### src/design/msq_pkg.sv
// ----------------------------------------------------------------------------
// msq_pkg
// shared widths, result codes, controller states and command/status types
// for the least-squares-count block
// ----------------------------------------------------------------------------
package msq_pkg;

	localparam int VALUE_WIDTH = 31;
	localparam int ROOT_WIDTH  = VALUE_WIDTH / 2 + 1;
	localparam int SQ_WIDTH    = 2 * ROOT_WIDTH;
	localparam int COUNT_WIDTH = 3;

	// highest power of four that fits in VALUE_WIDTH bits
	localparam int SQRT_SHIFT = 2 * ((VALUE_WIDTH - 1) / 2);
	localparam logic [VALUE_WIDTH-1:0] SQRT_BIT_START = VALUE_WIDTH'(1) << SQRT_SHIFT;

	localparam logic [COUNT_WIDTH-1:0] COUNT_ZERO  = 3'd0;
	localparam logic [COUNT_WIDTH-1:0] COUNT_ONE   = 3'd1;
	localparam logic [COUNT_WIDTH-1:0] COUNT_TWO   = 3'd2;
	localparam logic [COUNT_WIDTH-1:0] COUNT_THREE = 3'd3;
	localparam logic [COUNT_WIDTH-1:0] COUNT_FOUR  = 3'd4;

	typedef enum logic [2:0] {
		ST_IDLE,
		ST_CHECK,
		ST_SQRT,
		ST_SEARCH,
		ST_DONE
	} msq_state_t;

	typedef struct packed {
		logic                   load;
		logic                   strip_step;
		logic                   sqrt_init;
		logic                   sqrt_step;
		logic                   search_init;
		logic                   lo_step;
		logic                   hi_step;
		logic                   res_load;
		logic [COUNT_WIDTH-1:0] res_val;
		logic                   out_load;
	} msq_cmd_t;

	typedef struct packed {
		logic is_zero;
		logic low2_zero;
		logic is_seven;
		logic sqrt_done;
		logic lo_gt_hi;
		logic sum_eq;
		logic sum_lt;
		logic hi_zero;
		logic lo_zero;
	} msq_status_t;

endpackage

### src/design/min_square_count_four_square.sv
// ----------------------------------------------------------------------------
// min_square_count_four_square
// least number of perfect squares (1 to 4) summing to an integer, 0 for zero;
// strip factors of four, test 7 mod 8, then an exact square-pair search
// steps: s factor-of-four strips (up to 15), 16 square-root steps and k
// pair-search steps (up to about 46342 at 31 bits, one pointer move per
// cycle); a new value is taken only once the last one is done, while its
// result may still wait on the output
// reset: arst_n clears the controller and the output valid, no other state
// ----------------------------------------------------------------------------
module min_square_count_four_square (
	input  logic                                clk,
	input  logic                                arst_n,
	input  logic                                in_valid,
	output logic                                in_ready,
	input  logic [msq_pkg::VALUE_WIDTH-1:0]     value,
	output logic                                out_valid,
	input  logic                                out_ready,
	output logic [msq_pkg::COUNT_WIDTH-1:0]     square_count
);

	msq_pkg::msq_cmd_t    cmd;
	msq_pkg::msq_status_t status;

	msq_ctrl u_ctrl (
		.clk       (clk),
		.arst_n    (arst_n),
		.in_valid  (in_valid),
		.in_ready  (in_ready),
		.out_valid (out_valid),
		.out_ready (out_ready),
		.status    (status),
		.cmd       (cmd)
	);

	msq_datapath u_datapath (
		.clk          (clk),
		.value        (value),
		.cmd          (cmd),
		.status       (status),
		.square_count (square_count)
	);

endmodule

### src/design/msq_datapath.sv
// ----------------------------------------------------------------------------
// msq_datapath
// factor-of-four stripping, bit-pair integer square root and the
// two-pointer square-pair search, with the result and output registers
// ----------------------------------------------------------------------------
module msq_datapath (
	input  logic                                clk,
	input  logic [msq_pkg::VALUE_WIDTH-1:0]     value,
	input  msq_pkg::msq_cmd_t                   cmd,
	output msq_pkg::msq_status_t                status,
	output logic [msq_pkg::COUNT_WIDTH-1:0]     square_count
);

	logic [msq_pkg::VALUE_WIDTH-1:0] n_q;
	logic [msq_pkg::VALUE_WIDTH-1:0] x_q;
	logic [msq_pkg::VALUE_WIDTH-1:0] root_q;
	logic [msq_pkg::VALUE_WIDTH-1:0] bit_q;
	logic [msq_pkg::ROOT_WIDTH-1:0]  lo_q;
	logic [msq_pkg::ROOT_WIDTH-1:0]  hi_q;
	logic [msq_pkg::SQ_WIDTH-1:0]    lo_sq_q;
	logic [msq_pkg::SQ_WIDTH-1:0]    hi_sq_q;
	logic [msq_pkg::COUNT_WIDTH-1:0] res_q;
	logic [msq_pkg::COUNT_WIDTH-1:0] count_q;

	logic [msq_pkg::VALUE_WIDTH:0]   trial;
	logic                            trial_fits;
	logic [msq_pkg::ROOT_WIDTH-1:0]  root_final;
	logic [msq_pkg::SQ_WIDTH-1:0]    root_sq;
	logic [msq_pkg::SQ_WIDTH:0]      pair_sum;
	logic [msq_pkg::SQ_WIDTH:0]      n_ext;

	assign trial      = {1'b0, root_q} + {1'b0, bit_q};
	assign trial_fits = {1'b0, x_q} >= trial;
	assign root_final = root_q[msq_pkg::ROOT_WIDTH-1:0];
	assign root_sq    = root_final * root_final;
	assign pair_sum   = {1'b0, lo_sq_q} + {1'b0, hi_sq_q};
	assign n_ext      = (msq_pkg::SQ_WIDTH + 1)'(n_q);

	always_comb begin
		status.is_zero   = (n_q == '0);
		status.low2_zero = (n_q[1:0] == 2'b00);
		status.is_seven  = (n_q[2:0] == 3'b111);
		status.sqrt_done = (bit_q == '0);
		status.lo_gt_hi  = (lo_q > hi_q);
		status.sum_eq    = (pair_sum == n_ext);
		status.sum_lt    = (pair_sum < n_ext);
		status.hi_zero   = (hi_q == '0);
		status.lo_zero   = (lo_q == '0);
	end

	always_ff @(posedge clk) begin
		if (cmd.load) begin
			n_q <= value;
		end else if (cmd.strip_step) begin
			n_q <= n_q >> 2;
		end

		if (cmd.sqrt_init) begin
			x_q    <= n_q;
			root_q <= '0;
			bit_q  <= msq_pkg::SQRT_BIT_START;
		end else if (cmd.sqrt_step) begin
			if (trial_fits) begin
				x_q    <= x_q - trial[msq_pkg::VALUE_WIDTH-1:0];
				root_q <= (root_q >> 1) + bit_q;
			end else begin
				root_q <= root_q >> 1;
			end
			bit_q <= bit_q >> 2;
		end

		if (cmd.search_init) begin
			lo_q    <= '0;
			lo_sq_q <= '0;
			hi_q    <= root_final;
			hi_sq_q <= root_sq;
		end else begin
			if (cmd.lo_step) begin
				lo_q    <= lo_q + 1'b1;
				lo_sq_q <= lo_sq_q + msq_pkg::SQ_WIDTH'({lo_q, 1'b1});
			end
			if (cmd.hi_step) begin
				hi_q    <= hi_q - 1'b1;
				hi_sq_q <= hi_sq_q - msq_pkg::SQ_WIDTH'({hi_q, 1'b0})
					+ msq_pkg::SQ_WIDTH'(1);
			end
		end

		if (cmd.res_load) begin
			res_q <= cmd.res_val;
		end
		if (cmd.out_load) begin
			count_q <= res_q;
		end
	end

	assign square_count = count_q;

endmodule

### src/design/msq_ctrl.sv
// ----------------------------------------------------------------------------
// msq_ctrl
// controller state machine: sequences strip, square root and pair search,
// and owns the handshakes of both channels
// ----------------------------------------------------------------------------
module msq_ctrl (
	input  logic                 clk,
	input  logic                 arst_n,
	input  logic                 in_valid,
	output logic                 in_ready,
	output logic                 out_valid,
	input  logic                 out_ready,
	input  msq_pkg::msq_status_t status,
	output msq_pkg::msq_cmd_t    cmd
);

	msq_pkg::msq_state_t state_q;
	msq_pkg::msq_state_t state_next;
	logic                out_valid_q;
	logic                out_free;

	assign out_free = !out_valid_q || out_ready;

	always_comb begin
		state_next = state_q;
		case (state_q)
			msq_pkg::ST_IDLE: begin
				if (in_valid) begin
					state_next = msq_pkg::ST_CHECK;
				end
			end
			msq_pkg::ST_CHECK: begin
				if (status.is_zero || (!status.low2_zero && status.is_seven)) begin
					state_next = msq_pkg::ST_DONE;
				end else if (!status.low2_zero) begin
					state_next = msq_pkg::ST_SQRT;
				end
			end
			msq_pkg::ST_SQRT: begin
				if (status.sqrt_done) begin
					state_next = msq_pkg::ST_SEARCH;
				end
			end
			msq_pkg::ST_SEARCH: begin
				if (status.lo_gt_hi || status.sum_eq || (!status.sum_lt && status.hi_zero)) begin
					state_next = msq_pkg::ST_DONE;
				end
			end
			msq_pkg::ST_DONE: begin
				if (out_free) begin
					state_next = msq_pkg::ST_IDLE;
				end
			end
			default: begin
				state_next = msq_pkg::ST_IDLE;
			end
		endcase
	end

	always_comb begin
		cmd      = '0;
		in_ready = 1'b0;
		case (state_q)
			msq_pkg::ST_IDLE: begin
				in_ready = 1'b1;
				cmd.load = in_valid;
			end
			msq_pkg::ST_CHECK: begin
				if (status.is_zero) begin
					cmd.res_load = 1'b1;
					cmd.res_val  = msq_pkg::COUNT_ZERO;
				end else if (status.low2_zero) begin
					cmd.strip_step = 1'b1;
				end else if (status.is_seven) begin
					cmd.res_load = 1'b1;
					cmd.res_val  = msq_pkg::COUNT_FOUR;
				end else begin
					cmd.sqrt_init = 1'b1;
				end
			end
			msq_pkg::ST_SQRT: begin
				if (status.sqrt_done) begin
					cmd.search_init = 1'b1;
				end else begin
					cmd.sqrt_step = 1'b1;
				end
			end
			msq_pkg::ST_SEARCH: begin
				if (status.lo_gt_hi) begin
					cmd.res_load = 1'b1;
					cmd.res_val  = msq_pkg::COUNT_THREE;
				end else if (status.sum_eq) begin
					cmd.res_load = 1'b1;
					cmd.res_val  = status.lo_zero ? msq_pkg::COUNT_ONE : msq_pkg::COUNT_TWO;
				end else if (status.sum_lt) begin
					cmd.lo_step = 1'b1;
				end else if (status.hi_zero) begin
					cmd.res_load = 1'b1;
					cmd.res_val  = msq_pkg::COUNT_THREE;
				end else begin
					cmd.hi_step = 1'b1;
				end
			end
			msq_pkg::ST_DONE: begin
				cmd.out_load = out_free;
			end
			default: begin
				cmd = '0;
			end
		endcase
	end

	always_ff @(posedge clk or negedge arst_n) begin
		if (!arst_n) begin
			state_q     <= msq_pkg::ST_IDLE;
			out_valid_q <= 1'b0;
		end else begin
			state_q <= state_next;
			if (cmd.out_load) begin
				out_valid_q <= 1'b1;
			end else if (out_ready) begin
				out_valid_q <= 1'b0;
			end
		end
	end

	assign out_valid = out_valid_q;

endmodule

### config.mk
export PLATFORM = sky130hd
export DESIGN_NAME = min_square_count_four_square
export DESIGN_NICKNAME = d
export VERILOG_FILES = /design/src/design/msq_pkg.sv /design/src/design/min_square_count_four_square.sv /design/src/design/msq_datapath.sv /design/src/design/msq_ctrl.sv
export SDC_FILE = /design/constraint.sdc
export NUM_CORES = 1
export LEC_CHECK = 0
export BUFFER_PORTS_ARGS = -buffer_cell sky130_fd_sc_hd__buf_2
export CORE_UTILIZATION = 40
export DETAILED_ROUTE_END_ITERATION = 10
export SETUP_SLACK_MARGIN = 0.5
export SLEW_MARGIN = 0
export SYNTH_ARGS = -nofsm -noshare
export SYNTH_HDL_FRONTEND = slang
export SYNTH_HIERARCHICAL = 1
export SYNTH_SLANG_ARGS = --single-unit
### constraint.sdc
create_clock -name clk -period 20.8 [get_ports clk]
set_input_delay 4.16 -clock clk [delete_from_list [all_inputs] [get_ports clk]]
set_output_delay 4.16 -clock clk [all_outputs]
set_load 0.1 [all_outputs]
==> results of run 1 <==
stage by stage:
step	util	setup slack, ns
detailed placement	0.421	13.33
global route	0.437	12.81
CTS	0.437	13.27
floorplan	-	13.98
finish	0.437	13.29
global placement	0.421	13.43
flip-flops by register name, summed over array words and instances, names as in the netlist, 16 cells and up:
register            cells
u_datapath/bit_q       16
u_datapath/hi_q        16
u_datapath/hi_sq_q     32
u_datapath/lo_q        16
u_datapath/lo_sq_q     32
u_datapath/n_q         31
u_datapath/root_q      31
u_datapath/x_q         31
placed cells by master (no fill, tap or decap), types with 25 or more instances in the layout:
master / count
a211oi_1: 41
a21o_1: 57
a21oi_1: 160
a31oi_1: 27
and2_1: 55
buf_2: 39
clkbuf_16: 28
dfxtp_1: 95
edfxtp_1: 116
fa_1: 168
ha_1: 306
inv_1: 384
mux2i_1: 38
nand2_1: 269
nand2b_1: 28
nand3_1: 55
nand4_1: 44
nor2_1: 217
nor2b_1: 25
nor3_1: 58
o21ai_0: 167
o21bai_1: 26
xnor2_1: 112
xor2_1: 76
cells by family after synthesis:
| group | Yosys count | share of synthesized area |
|---|---|---|
| compound gates | 636 | 0.164 |
| xor+xnor | 188 | 0.0659 |
| fa+ha+maj | 474 | 0.288 |
| buf+inv | 488 | 0.0742 |
| flops | 215 | 0.220 |
| mux | 45 | 0.0184 |
| simple gates | 879 | 0.170 |
routing by layer:
metal,global-route usage,share of wire
met1,0.294,0.45
met2,0.368,0.46
met3,0.0279,0.049
met4,0.0798,0.039
met5,0,0
final timing paths:
check / to / cells past startpoint / startpoint
setup reg to reg: u_datapath/hi_sq_q[31] / 21 / u_datapath/root_q[3]
hold / removal: u_datapath/square_count[1] / 0 / u_datapath/res_q[1]
max in group asynchronous: u_ctrl/state_q[2] / 1 / arst_n
setup / recovery: u_datapath/hi_sq_q[31] / 21 / u_datapath/root_q[3]
hold reg to reg: u_datapath/square_count[1] / 0 / u_datapath/res_q[1]
min in group asynchronous: u_ctrl/out_valid / 1 / arst_n
area by class of cell:
class | count | area (um2) | share of cell area
clock buffer | 36 | 761 | 0.0282
sequential | 215 | 5490 | 0.204
multi-input combinational | 2222 | 17700 | 0.655
clock inverter | 16 | 213 | 0.00789
inverter | 386 | 1450 | 0.0538
tap | 837 | 1050 | 0.0389
timing repair buffer | 57 | 343 | 0.0127
worst max-delay path: stages (launching register included):
cell and delay, ns:
dfxtp_1 0.99, inv_1 0.39, nor2_1 0.35, fa_1 0.45, inv_1 0.09, fa_1 0.40
inv_1 0.11, fa_1 0.44, fa_1 0.52, fa_1 0.56, inv_1 0.06, fa_1 0.54
inv_1 0.05, ha_1 0.36, a21o_1 0.20, a211oi_1 0.20, o31ai_1 0.16, a211oi_1 0.46
o311ai_1 0.18, a31oi_1 0.43, or4b_1 0.19, nand4_1 0.10
==> results.json, run 1 <==
{
  "ant_nets": 0,
  "synth_edf_count": 116,
  "start_kind": "flop",
  "cp.required_ns": 21.10,
  "final_max_slew_viol_count": 0,
  "post-route-period-util": 0.361,
  "cts_buffers": 28,
  "cts_root_buf": "clkbuf_16",
  "ys_warn_count": 6,
  "synth_common_cells": "inv_1, ha_1, nand2_1",
  "wl_per_cell_um": 18.5,
  "start_util": 0.405,
  "synth_top_area_frac": 0.153,
  "synth_cell_types": 85,
  "post-route-min-period_ns": 7.51,
  "setup_viol": 0,
  "worstPathMaxFanout": 23,
  "hold_viol": 0,
  "totalWireLength_um": 69700,
  "cts_tree": "yes",
  "die_area_mm2": 0.0634,
  "viasPerCell": 5.52,
  "gp_congestion": 0.896,
  "yosysMostFrequentCell": "inv_1",
  "dr.first_iter.drc_count": 1424,
  "cap_violations": 0,
  "final_nets": 3419,
  "syn_avg_cell_area_um2": 8.54,
  "synth_area_leaders": "ha_1, edfxtp_1, fa_1",
  "dp_hpwl_um": 54900,
  "area_growth_pct": 7.93,
  "clk_pin_slew_ns": 0.06,
  "cp-end-kind": "flop",
  "cts_resized": 0,
  "async_flop_share": 0.0186,
  "status": "complete, no violations",
  "pin_count": 40,
  "fillers": 6141,
  "criticalPathCategory": "reg2reg",
  "ys_seq_elements": 215,
  "hold_buffers": 0,
  "htree_levels": 1,
  "synth_top_area_cell": "ha_1",
  "post_dp_cell_area_mm2": 0.0260,
  "tightest_slew_ns": 1.22,
  "setup_tns_ns": 0,
  "die_w_um": 252,
  "cts_setup_buffers": 0,
  "finClkSkew_ns": 0.0264,
  "antenna_cells": 0,
  "clock.fmax_mhz": 133,
  "holdWs_ns": 0.430,
  "critPathArrivalTime_ns": 7.80,
  "cts.sinks": 215,
  "syn_area_mm2": 0.0250,
  "portBuffers": 39,
  "drive_gt1_frac": 0.0505,
  "yosysSeqAreaShare": 0.220,
  "die_h_um": 252,
  "dr_total_vias": 20800,
  "grt_use_total": 0.221,
  "rrSetupSlack_ns": 13.29,
  "antenna_found_initial": 0,
  "stdcell_count": 3769,
  "grt_overflow": 0,
  "grt_pass1_vias": 20600,
  "clk_path_buf_depth": 3,
  "drtPass1Iterations": 5,
  "synth-main-ff-cell": "edfxtp_1",
  "rsz0062_at_grt": "false",
  "coreArea_mm2": 0.0617,
  "drc": 0,
  "dpl.cell_count": 3717,
  "hold_class": "reg2reg",
  "rows": 91,
  "grt_pass1_wl_um": 112000,
  "synthCells": 2925,
  "relSlewSlack": 0.180,
  "grt_max_degree": 130,
  "finalInstanceArea_mm2": 0.0270,
  "syn-num-nets": 3434,
  "clk_latency_ns": 0.58
}
Power of run 1 is left out: the tool's default activity adds up to more than one toggle a clock period on the data nets, which glitch-free logic cannot reach.
==> inputs of run 2 (changes only) <==
clock period = 7.1 ns   (was 20.8 ns; I/O delays follow)
==> run 2 against run 1 <==
  * Register-to-register slack got worse by 13 ns
  * Clock-buffer cell count down 5
  * Cell area increased by 4.0%
==> results.json, run 2 (synthesis gave the netlist of run 1 again) <==
{
  "status": "complete, no violations",
  "path_cells": "buf_4, nand2_2, inv_1, fa_1, inv_1, fa_1, inv_1, fa_1, fa_2, fa_1, inv_1, fa_1, inv_1, ha_1, a21o_1, a21o_1, a211oi_2, o31ai_2, a211oi_2, o21bai_1, a311oi_2, xor2_1, mux2i_1",
  "drive_gt1_frac": 0.103,
  "dr_total_vias": 21300,
  "cpPeakStageDelay_ns": 0.55,
  "cap_violations": 0,
  "area_growth_pct": 12.2,
  "gp_congestion": 0.876,
  "hold_viol": 0,
  "ant_nets": 0,
  "grt_max_degree": 74,
  "layout_commonest_cell": "inv_1",
  "pin_count": 40,
  "tightest_slew_ns": 1.21,
  "dr.first_iter.drc_count": 1618,
  "antenna_cells": 0,
  "setup_viol": 0,
  "wl_per_cell_um": 18.7,
  "clk_pin_slew_ns": 0.06,
  "coreArea_mm2": 0.0617,
  "viasPerCell": 5.53,
  "reg_top3": "u_datapath/hi_sq_q (32), u_datapath/lo_sq_q (32)",
  "finClkSkew_ns": 0.0255,
  "pre_cts_ws_ns": 0.0888,
  "die_w_um": 252,
  "die_h_um": 252,
  "start_util": 0.405,
  "cts.sinks": 215,
  "worstPathMaxFanout": 6,
  "grt_use_total": 0.228,
  "cts_root_buf": "clkbuf_16",
  "portBuffers": 39,
  "cts_tree": "yes",
  "post-route-period-util": 0.902,
  "slowest_stage": "fa_1",
  "drc": 0,
  "grt_pass1_vias": 21200,
  "final_nets": 3503,
  "post_dp_cell_area_mm2": 0.0263,
  "critPathTopFamily": "adder cells",
  "dp_hpwl_um": 56800,
  "critPathArrivalTime_ns": 6.68,
  "rows": 91,
  "start_kind": "flop",
  "clk_latency_ns": 0.58,
  "hold_class": "reg2reg",
  "grt_pass1_wl_um": 115000,
  "relSlewSlack": 0.185,
  "htree_levels": 1,
  "finalInstanceArea_mm2": 0.0280,
  "fin_ws_ns": 0.693,
  "crit_buf_inv": 6,
  "clock.fmax_mhz": 156,
  "final_cell_mix": "inv_1, ha_1, nand2_1",
  "criticalPathCategory": "reg2reg",
  "grt_overflow": 0,
  "cp-end-kind": "flop",
  "rsz0062_at_grt": "false",
  "final_max_slew_viol_count": 0,
  "drtPass1Iterations": 5,
  "clk_path_buf_depth": 3,
  "cts_buffers": 27,
  "setup_tns_ns": 0,
  "totalWireLength_um": 72200,
  "cp.required_ns": 7.38,
  "die_area_mm2": 0.0634,
  "post-route-min-period_ns": 6.41,
  "antenna_found_initial": 0,
  "hold_buffers": 0
}
==> run 2: cell types whose count changed in the layout (fill, tap and decap cells not counted), moves of 7 or more <==
cell and change:
dfxtp_1 -15, dfxtp_4 +13, buf_4 +76, fa_1 -7, fa_2 +7, ha_4 +7
ha_1 -10
==> run 2: worst reg2reg max path: cells and delay by family (launching register included) <==
family | cells | cell delay (ns)
compound gates | 7 | 1.50
flops | 1 | 0.38
buf+inv | 6 | 0.45
fa+ha+maj | 7 | 3.44
mux | 1 | 0.09
simple gates | 1 | 0.07
xor+xnor | 1 | 0.19
==> run 2: path summary, 6_finish.rpt <==
check | start | to | slack (ns) | cells after the start
max in group asynchronous | arst_n | u_ctrl/state_q[2] | 6.35 | 1
setup / recovery | u_datapath/root_q[10] | u_datapath/hi_sq_q[25] | 0.69 | 23
min in group asynchronous | arst_n | u_ctrl/out_valid | 0.64 | 1
hold / removal | u_datapath/res_q[2] | u_datapath/square_count[2] | 0.42 | 0
setup reg to reg | u_datapath/root_q[10] | u_datapath/hi_sq_q[25] | 0.69 | 23
hold reg to reg | u_datapath/res_q[2] | u_datapath/square_count[2] | 0.42 | 0
==> run 2: routing by layer <==
layer	vias to the layer above	GRT usage	part of all wire
li1	10300	-	-
met1	10300	0.308	0.45
met2	545	0.384	0.47
met3	120	0.0248	0.049
met4	0	0.0644	0.032
met5	-	0	0
==> run 2: cell type report <==
| type | count | area [um2] |
|---|---|---|
| multi-input cells | 2222 | 18000 |
| clock buffers | 31 | 711 |
| inverters | 386 | 1450 |
| flip-flops and latches | 215 | 5540 |
| repair buffers | 142 | 1010 |
| clock inverters | 19 | 269 |
| well taps | 837 | 1050 |
| fillers | 6003 | 33700 |
==> run 2: repair_timing <==
action,CTS,global route
resized for setup,35,81
setup buffers,1,40
endpoints found under the setup margin,13,79
pin swaps,2,59
==> run 2: metrics by stage <==
step	instances	utilization	hold WS (ns)
after floorplan	2925	-	0.400
after detailed placement	3761	0.426	0.405
after CTS	3812	0.444	0.418
after global routing	3852	0.454	0.428
final	3852	0.454	0.417
after global placement	3761	0.426	0.407
Power of run 2 is left out for the same reason.
